### config.mk
export PLATFORM = sky130hd
export DESIGN_NAME = voice_slot_allocator_steal_oldest_top
export DESIGN_NICKNAME = d
export VERILOG_FILES = /design/src/hw/rtl/vsaso_pkg.sv /design/src/hw/rtl/vsaso_ctrl.sv /design/src/hw/rtl/vsaso_dp.sv /design/src/hw/rtl/voice_slot_allocator_steal_oldest_top.sv
export SDC_FILE = /design/constraint.sdc
export NUM_CORES = 2
export LEC_CHECK = 0
export ABC_AREA = 1
export BUFFER_PORTS_ARGS = -buffer_cell sky130_fd_sc_hd__buf_2
export CAP_MARGIN = 20
export CORE_AREA = 2 2 256 511
export CTS_CLUSTER_SIZE = 14
export DETAILED_ROUTE_END_ITERATION = 6
export DIE_AREA = 0 0 258 513
export GPL_ROUTABILITY_DRIVEN = 0
export GPL_TIMING_DRIVEN = 0
export PLACE_DENSITY = 0.72
export SYNTH_ARGS = -nofsm -noshare
export SYNTH_HDL_FRONTEND = slang
export SYNTH_SLANG_ARGS = --single-unit
### constraint.sdc
create_clock -name i_clk -period 16.3 [get_ports i_clk]
set_input_delay 0.815 -clock i_clk [delete_from_list [all_inputs] [get_ports i_clk]]
set_output_delay 0.815 -clock i_clk [all_outputs]
set_load 0.005 [all_outputs]
### src/hw/rtl/vsaso_pkg.sv
// Shared types and constants for the voice slot allocator.
`timescale 1ns / 1ps
package vsaso_pkg;

    localparam int VOICES_DEF = 32;
    localparam int FRAME_W    = 48;
    localparam int SLOT_W     = 5;
    localparam int LIVE_W     = 6;
    localparam int S_TDATA_W  = 96;
    localparam int M_TDATA_W  = 16;

    typedef enum logic {
        OP_ALLOC   = 1'b0,
        OP_ADVANCE = 1'b1
    } t_opcode;

    typedef enum logic [1:0] {
        ST_IDLE,
        ST_SCAN,
        ST_DRAIN,
        ST_COMMIT
    } t_state;

    typedef struct packed {
        logic load;
        logic issue;
        logic commit;
    } t_dp_cmd;

    typedef struct packed {
        logic scan_last;
        logic out_free;
    } t_dp_sts;

endpackage

### src/hw/rtl/vsaso_ctrl.sv
// Sequencer for request intake, slot scan and result commit.
`timescale 1ns / 1ps
module vsaso_ctrl (
    input  logic              i_clk,
    input  logic              i_rst_n,
    input  logic              i_s_tvalid,
    output logic              o_s_tready,
    input  vsaso_pkg::t_dp_sts i_sts,
    output vsaso_pkg::t_dp_cmd o_cmd
);
    import vsaso_pkg::*;

    t_state r_state;
    t_state n_state;

    always_ff @(posedge i_clk) begin
        if (!i_rst_n) begin
            r_state <= ST_IDLE;
        end else begin
            r_state <= n_state;
        end
    end

    always_comb begin
        n_state = r_state;
        unique case (r_state)
            ST_IDLE: begin
                if (i_s_tvalid) n_state = ST_SCAN;
            end
            ST_SCAN: begin
                if (i_sts.scan_last) n_state = ST_DRAIN;
            end
            ST_DRAIN: begin
                n_state = ST_COMMIT;
            end
            ST_COMMIT: begin
                if (i_sts.out_free) n_state = ST_IDLE;
            end
            default: n_state = ST_IDLE;
        endcase
    end

    always_comb begin
        o_s_tready = 1'b0;
        o_cmd      = '0;
        unique case (r_state)
            ST_IDLE: begin
                o_s_tready = 1'b1;
                o_cmd.load = i_s_tvalid;
            end
            ST_SCAN: begin
                o_cmd.issue = 1'b1;
            end
            ST_DRAIN: begin
            end
            ST_COMMIT: begin
                o_cmd.commit = i_sts.out_free;
            end
            default: begin
            end
        endcase
    end

endmodule

### src/hw/rtl/vsaso_dp.sv
// Slot table, scan evaluation and result register.
`timescale 1ns / 1ps
module vsaso_dp #(
    parameter int VOICES = vsaso_pkg::VOICES_DEF
) (
    input  logic                             i_clk,
    input  logic                             i_rst_n,
    input  vsaso_pkg::t_dp_cmd               i_cmd,
    output vsaso_pkg::t_dp_sts               o_sts,
    input  logic                             i_op,
    input  logic [vsaso_pkg::FRAME_W-1:0]    i_end_frame,
    input  logic [vsaso_pkg::FRAME_W-1:0]    i_render_head,
    output logic                             o_m_tvalid,
    input  logic                             i_m_tready,
    output logic [vsaso_pkg::M_TDATA_W-1:0]  o_m_tdata
);
    import vsaso_pkg::*;

    localparam int IDX_W = (VOICES > 1) ? $clog2(VOICES) : 1;
    localparam int CNT_W = $clog2(VOICES + 1);

    logic [FRAME_W-1:0] mem [VOICES];

    logic [VOICES-1:0]  r_active;
    logic [CNT_W-1:0]   r_live;
    logic [IDX_W-1:0]   r_idx;
    logic               r_eval;
    logic [IDX_W-1:0]   r_eval_idx;
    logic [FRAME_W-1:0] r_rd_data;
    logic               r_op;
    logic [FRAME_W-1:0] r_endf;
    logic [FRAME_W-1:0] r_head;
    logic               r_free_found;
    logic [IDX_W-1:0]   r_free_idx;
    logic               r_min_vld;
    logic [FRAME_W-1:0] r_min;
    logic [IDX_W-1:0]   r_min_idx;
    logic               r_m_tvalid;
    logic [M_TDATA_W-1:0] r_m_tdata;

    logic               eval_act;
    logic               is_alloc;
    logic [IDX_W-1:0]   pick;
    logic [CNT_W-1:0]   live_next;
    logic [IDX_W+SLOT_W-1:0] slot_ext;
    logic [CNT_W+LIVE_W-1:0] live_ext;
    logic [SLOT_W-1:0]  slot_out;
    logic               stole_out;

    assign eval_act  = r_eval & r_active[r_eval_idx];
    assign is_alloc  = (r_op == OP_ALLOC);
    assign pick      = r_free_found ? r_free_idx : r_min_idx;
    assign live_next = (is_alloc && r_free_found) ? r_live + CNT_W'(1) : r_live;
    assign slot_ext  = {{SLOT_W{1'b0}}, pick};
    assign live_ext  = {{LIVE_W{1'b0}}, live_next};
    assign slot_out  = is_alloc ? slot_ext[SLOT_W-1:0] : '0;
    assign stole_out = is_alloc & ~r_free_found;

    assign o_sts.scan_last = (r_idx == IDX_W'(VOICES - 1));
    assign o_sts.out_free  = ~r_m_tvalid | i_m_tready;
    assign o_m_tvalid      = r_m_tvalid;
    assign o_m_tdata       = r_m_tdata;

    // end frame store, one read and one write port
    always_ff @(posedge i_clk) begin
        if (i_cmd.commit && is_alloc) begin
            mem[pick] <= r_endf;
        end
        if (i_cmd.issue) begin
            r_rd_data <= mem[r_idx];
        end
    end

    always_ff @(posedge i_clk) begin
        if (i_cmd.load) begin
            r_op   <= i_op;
            r_endf <= i_end_frame;
            r_head <= i_render_head;
        end
        if (i_cmd.issue) begin
            r_eval_idx <= r_idx;
        end
        if (r_eval && is_alloc) begin
            if (!r_active[r_eval_idx] && !r_free_found) begin
                r_free_idx <= r_eval_idx;
            end
            if (eval_act && (!r_min_vld || r_rd_data < r_min)) begin
                r_min     <= r_rd_data;
                r_min_idx <= r_eval_idx;
            end
        end
        if (i_cmd.commit) begin
            r_m_tdata <= M_TDATA_W'({live_ext[LIVE_W-1:0], stole_out, slot_out});
        end
    end

    always_ff @(posedge i_clk) begin
        if (!i_rst_n) begin
            r_active     <= '0;
            r_live       <= '0;
            r_idx        <= '0;
            r_eval       <= 1'b0;
            r_free_found <= 1'b0;
            r_min_vld    <= 1'b0;
            r_m_tvalid   <= 1'b0;
        end else begin
            r_eval <= i_cmd.issue;
            if (i_cmd.load) begin
                r_idx        <= '0;
                r_free_found <= 1'b0;
                r_min_vld    <= 1'b0;
            end else if (i_cmd.issue) begin
                r_idx <= r_idx + IDX_W'(1);
            end
            if (r_eval && is_alloc) begin
                if (!r_active[r_eval_idx]) begin
                    r_free_found <= 1'b1;
                end else if (!r_min_vld || r_rd_data < r_min) begin
                    r_min_vld <= 1'b1;
                end
            end
            // retire on advance, one slot per cycle
            if (eval_act && !is_alloc && r_rd_data <= r_head) begin
                r_active[r_eval_idx] <= 1'b0;
                r_live               <= r_live - CNT_W'(1);
            end
            if (i_cmd.commit) begin
                if (is_alloc) begin
                    r_active[pick] <= 1'b1;
                end
                r_live     <= live_next;
                r_m_tvalid <= 1'b1;
            end else if (i_m_tready) begin
                r_m_tvalid <= 1'b0;
            end
        end
    end

endmodule

### src/hw/rtl/voice_slot_allocator_steal_oldest_top.sv
// Top level of the voice slot allocator with steal-oldest.
//
//  channel | dir | tdata (low bit up)                      | tuser
//  s       | in  | end_frame[47:0], render_head[95:48]     | opcode
//  m       | out | slot[4:0], stole[5], live_count[11:6]   | -
//
// Each request runs a scan that reads one end frame per cycle through the
// slot table's one read port.
// Synchronous active-low reset clears all active flags and the live count.
// A finished result waits in the output register; a new request is taken
// meanwhile, and its commit waits until the previous result is taken.
`timescale 1ns / 1ps
module voice_slot_allocator_steal_oldest_top #(
    parameter int VOICES = vsaso_pkg::VOICES_DEF
) (
    input  logic                             i_clk,
    input  logic                             i_rst_n,
    input  logic                             i_s_tvalid,
    output logic                             o_s_tready,
    input  logic [vsaso_pkg::S_TDATA_W-1:0]  i_s_tdata,  // end_frame, render_head
    input  logic                             i_s_tuser,  // opcode
    output logic                             o_m_tvalid,
    input  logic                             i_m_tready,
    output logic [vsaso_pkg::M_TDATA_W-1:0]  o_m_tdata   // slot, stole, live_count
);
    import vsaso_pkg::*;

    t_dp_cmd cmd;
    t_dp_sts sts;

    vsaso_ctrl u_ctrl (
        .i_clk      (i_clk),
        .i_rst_n    (i_rst_n),
        .i_s_tvalid (i_s_tvalid),
        .o_s_tready (o_s_tready),
        .i_sts      (sts),
        .o_cmd      (cmd)
    );

    vsaso_dp #(
        .VOICES (VOICES)
    ) u_dp (
        .i_clk         (i_clk),
        .i_rst_n       (i_rst_n),
        .i_cmd         (cmd),
        .o_sts         (sts),
        .i_op          (i_s_tuser),
        .i_end_frame   (i_s_tdata[FRAME_W-1:0]),
        .i_render_head (i_s_tdata[2*FRAME_W-1:FRAME_W]),
        .o_m_tvalid    (o_m_tvalid),
        .i_m_tready    (i_m_tready),
        .o_m_tdata     (o_m_tdata)
    );

endmodule
# Yosys cells after proc, flatten, opt, wreduce, memory -nomap -nowiden

Memories as Yosys holds them, arrays and structs flattened. A register that Yosys moved wholly into a read port is not among the register bits.
Cells that the tools add are included.

Flip-flop bits (word level): 221
Memory bits (writable): 1536
Input bits: 101
Logic and storage cells: 97
Memories: 1

Memory list:

| memory   | depth | bits a word | rd ports | clocked after Yosys merged registers in | wr ports | line           | text |
|---|---|---|---|---|---|---|---|
| u_dp.mem | 32    | 48          | 1        | 1                                       | 1        | vsaso_dp.sv:22 | `logic [FRAME_W-1:0] mem [VOICES];` |

Add/sub/neg operators: 3
$lt $le $gt $ge: 6
Equality and inequality tests: 7
Muxes and demuxes: 33
Bitwise gates (word level): 10
Reductions and logical operators: 20

Operator list:

| kind                  | number |
|---|---|
| $mux W32              | 4 |
| $le A48 B48 Y1        | 1 |
| $lt A48 B48 Y1        | 1 |
| $and A32 B32 Y32      | 1 |
| $not A32 Y32          | 1 |
| $or A32 B32 Y32       | 1 |
| $mux W1               | 18 |
| $mux W6               | 3 |
| $lt A5 B6 Y1 const B  | 2 |
| $demux W1 S5          | 2 |
| $ge A5 B1 Y1 const B  | 2 |
| $logic_and A1 B1 Y1   | 9 |
| $pmux W2 S4           | 1 |
| $add A6 B1 Y6 const B | 1 |
| $mux W2               | 3 |
| $sub A6 B1 Y6 const B | 1 |
| $add A5 B1 Y5 const B | 1 |
| $bmux W1 S5           | 1 |
| $eq A5 B5 Y1 const B  | 1 |
| $mux W5               | 1 |
| $eq A2 B2 Y1 const B  | 2 |
| $ne A2 B2 Y1 const B  | 2 |
| $not A1 Y1            | 4 |
| $reduce_and A2 Y1     | 2 |
| other kinds (10)      | 14 |

# Longest topological paths before layout

Word-level depth: 11
Gate-level depth with buffers: 19

# By module

Synthesis repeated with hierarchy kept, for this count alone.

Cells, all modules: 5430
Area total of the unflattened synthesis: 71733.8 um^2

By module, submodules not included:

| module     | instances | cells each | area an instance (um^2) | sequential area each (um^2) |
|---|---|---|---|---|
| vsaso_dp   | 1         | 5402       | 71549.9                 | 53671.5 |
| vsaso_ctrl | 1         | 28         | 183.9                   | 40.0 |

# Worst setup path before layout

No wires, ideal clock.

Path kind: flip-flop to flip-flop
Start point: register u_dp.r_rd_data[27], read port of u_dp.mem
End point: register u_dp.r_min[0], enable pin
Library setup time: 0.545 ns
Data arrival time: 5.176 ns
Slack: 10.579 ns
Stages on the path, launching flop included: 10
Path through: edfxtp_1 ha_1 a21oi_1 o21a_1 nor2_1 o21ai_0 o21ai_0 nor2_1 o21ai_0 a21boi_0

Word-level cells in the longest chain between the ends: 4

RTL lines:

| what                               | line           | text |
|---|---|---|
| from (decl)                        | vsaso_dp.sv:29 | `logic [FRAME_W-1:0] r_rd_data;` |
| $lt A48 B48 Y1                     | vsaso_dp.sv:87 | `if (eval_act && (!r_min_vld \|\| r_rd_data < r_min)) begin` |
| $logic_or A1 B1 Y1                 | vsaso_dp.sv:87 |  |
| $logic_and A1 B1 Y1                | vsaso_dp.sv:87 |  |
| $reduce_and A2 Y1 (no source line) | n/a            |  |
| to (signal assigned)               | vsaso_dp.sv:88 | `r_min <= r_rd_data;` |
| to (decl)                          | vsaso_dp.sv:36 | `logic [FRAME_W-1:0] r_min;` |

Every way passes these cells.
A chain may end at the register's enable or synchronous reset.

==> impl_results.md <==
* Highest-delay cell along the critical path: o21ai_0
* Worst skew pair latency at about 0.8 ns
* Most frequent cell after synthesis: edfxtp_1
* Inserted Clock Buffers at 153
* Post-CTS setup buffer count at 0
* DRT iter0 DRCs at 8903
* H-tree levels at 4
* Status: finished with violations
* Yosys top cell area share at 73.58%
* Fin crit share at 26.94%
* Initial Utilization at 55.89%
* Synth-to-Final Area Change at 13.15%
* Largest cells by area after synthesis: edfxtp_1, o21ai_0, nor2_1
* Synthesized flop and latch total at around 1.8k
* Static Leak at 0.02679 uW
* Crit path launch type: register
* Multi-input gate area at ~16000 um^2
* Nets at around 6k
* Crit path DAT at 4.93 ns
* Longest Clk Path Bufs at 3
* Required time of the critical path at 16.84 ns
* Syn_area_per_cell at 13.25 um^2
* Top cell type by total area after synthesis: edfxtp_1
* Final hold vios at 0
* Asr flop ratio synth at 0%
* Initial antenna violation count at 17
* Skew final at between 0.02 and 0.03 ns
* Std-Cell Rows at 186
* Total global-route track usage at 37.76%
* Synth warn at 0
* Core area at 128200 um^2
* Fill cells at 9147
* Failing checks: DRC
* Seq/Total Area, Yosys at 74.95%
* Fmax achieved at around 230 MHz
* Crit end category: register
* Unrepaired setup endpoints after global routing: no
* VDD IR-drop max at 0.1270 mV
* Critical-path maximum fanout at 10
* EDFF count, synth at 1756
* Vias at 51.75k
* ANT nets after route at 0
* Max-Cap Viols at 0
* Fraction of layout cells with a size suffix above 1 at 9.072%
* CP peak stage delay at 0.88 ns
* Die X at 258 um
* Post-detailed-route wirelength per cell at 33.42 um
* Crit-path cells: buf_2 -> clkinv_1 -> clkbuf_1 -> buf_8 -> clkbuf_1 -> o21ai_0 -> o22ai_1 -> o21ai_0 -> o21ai_1 -> o21ai_1 -> inv_1
* Rel. slew slack at 5.162%
* First-pass GRT wire length at 350300 um
* WHS at between 0.15 and 0.2 ns
* Slew Limit Fails at 0
* IO buf count at between 100 and 150
* Die ar. at 132400 um^2
* CTS Sinks at approximately 1.8k
* Pre-antenna DRT Iters at 7
* Setup TNS at 0 ns
* Largest net degree at the start of global routing at between 50 and 60
* Mapped Area at 71660 um^2
* Tightest Pin Transition at 1.423 ns
* Top cells by count, synth: edfxtp_1, nor2_1, o21ai_0, clkbuf_1, inv_1
* Endpoints failing setup at 0
* Post-CTS Hold Fix Bufs at 0
* Post-Route WL at 252300 um
* Pwr Density at 139.2 nW/um^2
* Hpwl dp at 166900 um
* Cts repair resizes at 0
* Clock root cell: clkbuf_16
* Die span in y at slightly above 500 um
* Synthesized instance count at between 5k and 6k
* Total grt overflow at 0
* Vias/cell at about 7
* Worst min path class: input pin to register
* I/O pin total at 119
* Reg area at 53710 um^2
* Worst Setup Path Type: register to register
* Distinct cells, synth at 40
* CTS tree: done
* Reg clk slew, reported paths at 0.07 ns
* # DRC at 6
* Post-layout min period at 4.392 ns
* Dominant synthesized flop cell: edfxtp_1
* Vias in the first global route at 51.23k
## where the power goes
group          switching (uW)  internal, uW  leakage [uW]
clock network            1630          1770       0.00208
registers                 236          5460        0.0162
logic                    1660           535       0.00847
total                    3530          7760        0.0268
## cell families (layout without fill, tap and decap cells)
family / Yosys count / count (layout) / share of synthesized area [%]
compound gates: 1521 / 1521 / 12.19
xor+xnor: 8 / 8 / 0.09777
fa+ha+maj: 103 / 103 / 1.798
buf+inv: 598 / 1030 / 3.345
flops: 1805 / 1805 / 74.95
mux: 2 / 2 / 0.02794
other cells: 1 / 19 / 0.005233
simple gates: 1369 / 1369 / 7.591
## worst paths after layout
| kind | startpoint | endpoint | slack, ns | cells past startpoint |
|---|---|---|---|---|
| setup / recovery | u_dp.r_idx[1] | u_dp.r_rd_data[43] | 11.91 | 11 |
| hold / removal | i_s_tdata[72] | u_dp.r_head[24] | 0.19 | 1 |
| setup reg to reg | u_dp.r_idx[1] | u_dp.r_rd_data[43] | 11.91 | 11 |
| hold reg to reg | u_dp.r_idx[3] | u_dp.r_eval_idx[3] | 0.46 | 0 |
## cells in the final DEF, fill, tap and decap left out, drive strengths merged, types with 4 or more instances in the layout
cell	count
edfxtp	1756
nor2	987
o21ai	986
clkbuf	434
buf	307
inv	257
nand2	196
o22ai	193
o221ai	193
nand3	148
ha	103
a21oi	90
dfxtp	49
o211ai	48
clkinv	27
nor3	18
diode	15
nand4	12
xor2	5
or2	4
conb	4
bufinv	4
## stage by stage
stage / cell area, um^2 / cells / worst slack, ns / utilization (%) / total power [uW]
2_1_floorplan: 71680 / 5410 / 10.58 / - / 6767
3_3_place_gp: 74360 / 7216 / 7.421 / 57.99 / 7705
3_5_place_dp: 76250 / 7298 / 12.32 / 59.46 / 7798
4_1_cts: 80520 / 7511 / 12.28 / 62.79 / 11080
5_1_grt: 81060 / 7537 / 11.98 / 63.21 / 11500
6_report: 81090 / 7549 / 11.91 / 63.24 / 11290
## flip-flops by register name, summed over array words and instances, names as in the netlist, 2 cells and up
register	cells
u_dp.r_min	48
u_dp.r_min_idx	5
u_dp.r_rd_data	48
u_dp.r_eval_idx	5
u_dp.r_head	48
u_ctrl.r_state	2
u_dp.r_free_idx	5
u_dp.r_idx	5
u_dp.r_endf	48
u_dp.r_live	6
u_dp.o_m_tdata	12
u_dp.mem	1536
u_dp.r_active	32
## critical path, delay by kind of cell, from the launching register on
family / cells / cell delay [ns]
flip-flops: 1 / 0.36
buffers and inverters: 6 / 2.02
AO/OA/AOI/OAI: 5 / 1.72
## final cells by class
| class | count | share of cell area [%] |
|---|---|---|
| Timing Repair Buffer | 219 | 3.362 |
| Multi-Input combinational cell | 3007 | 19.51 |
| Tap cell | 1692 | 2.611 |
| Clock inverter | 37 | 0.4135 |
| Inverter | 252 | 1.173 |
| Antenna cell | 15 | 0.04629 |
| Sequential cell | 1805 | 66.24 |
| Clock buffer | 176 | 4.854 |
| Buffer | 346 | 1.791 |
## metal layers
layer | up-vias | wire (um) | GRT usage [%] | share of wire, %
met1 | 24570 | 71380 | 39.07 | 28
li1 | 20760 | - | - | -
met5 | - | 88 | 0 | 0.035
met3 | 1541 | 32310 | 11.14 | 13
met4 | 12 | 29140 | 35.85 | 12
met2 | 4871 | 119400 | 60.87 | 47
Note: power is estimated with default switching activity, not from simulation.
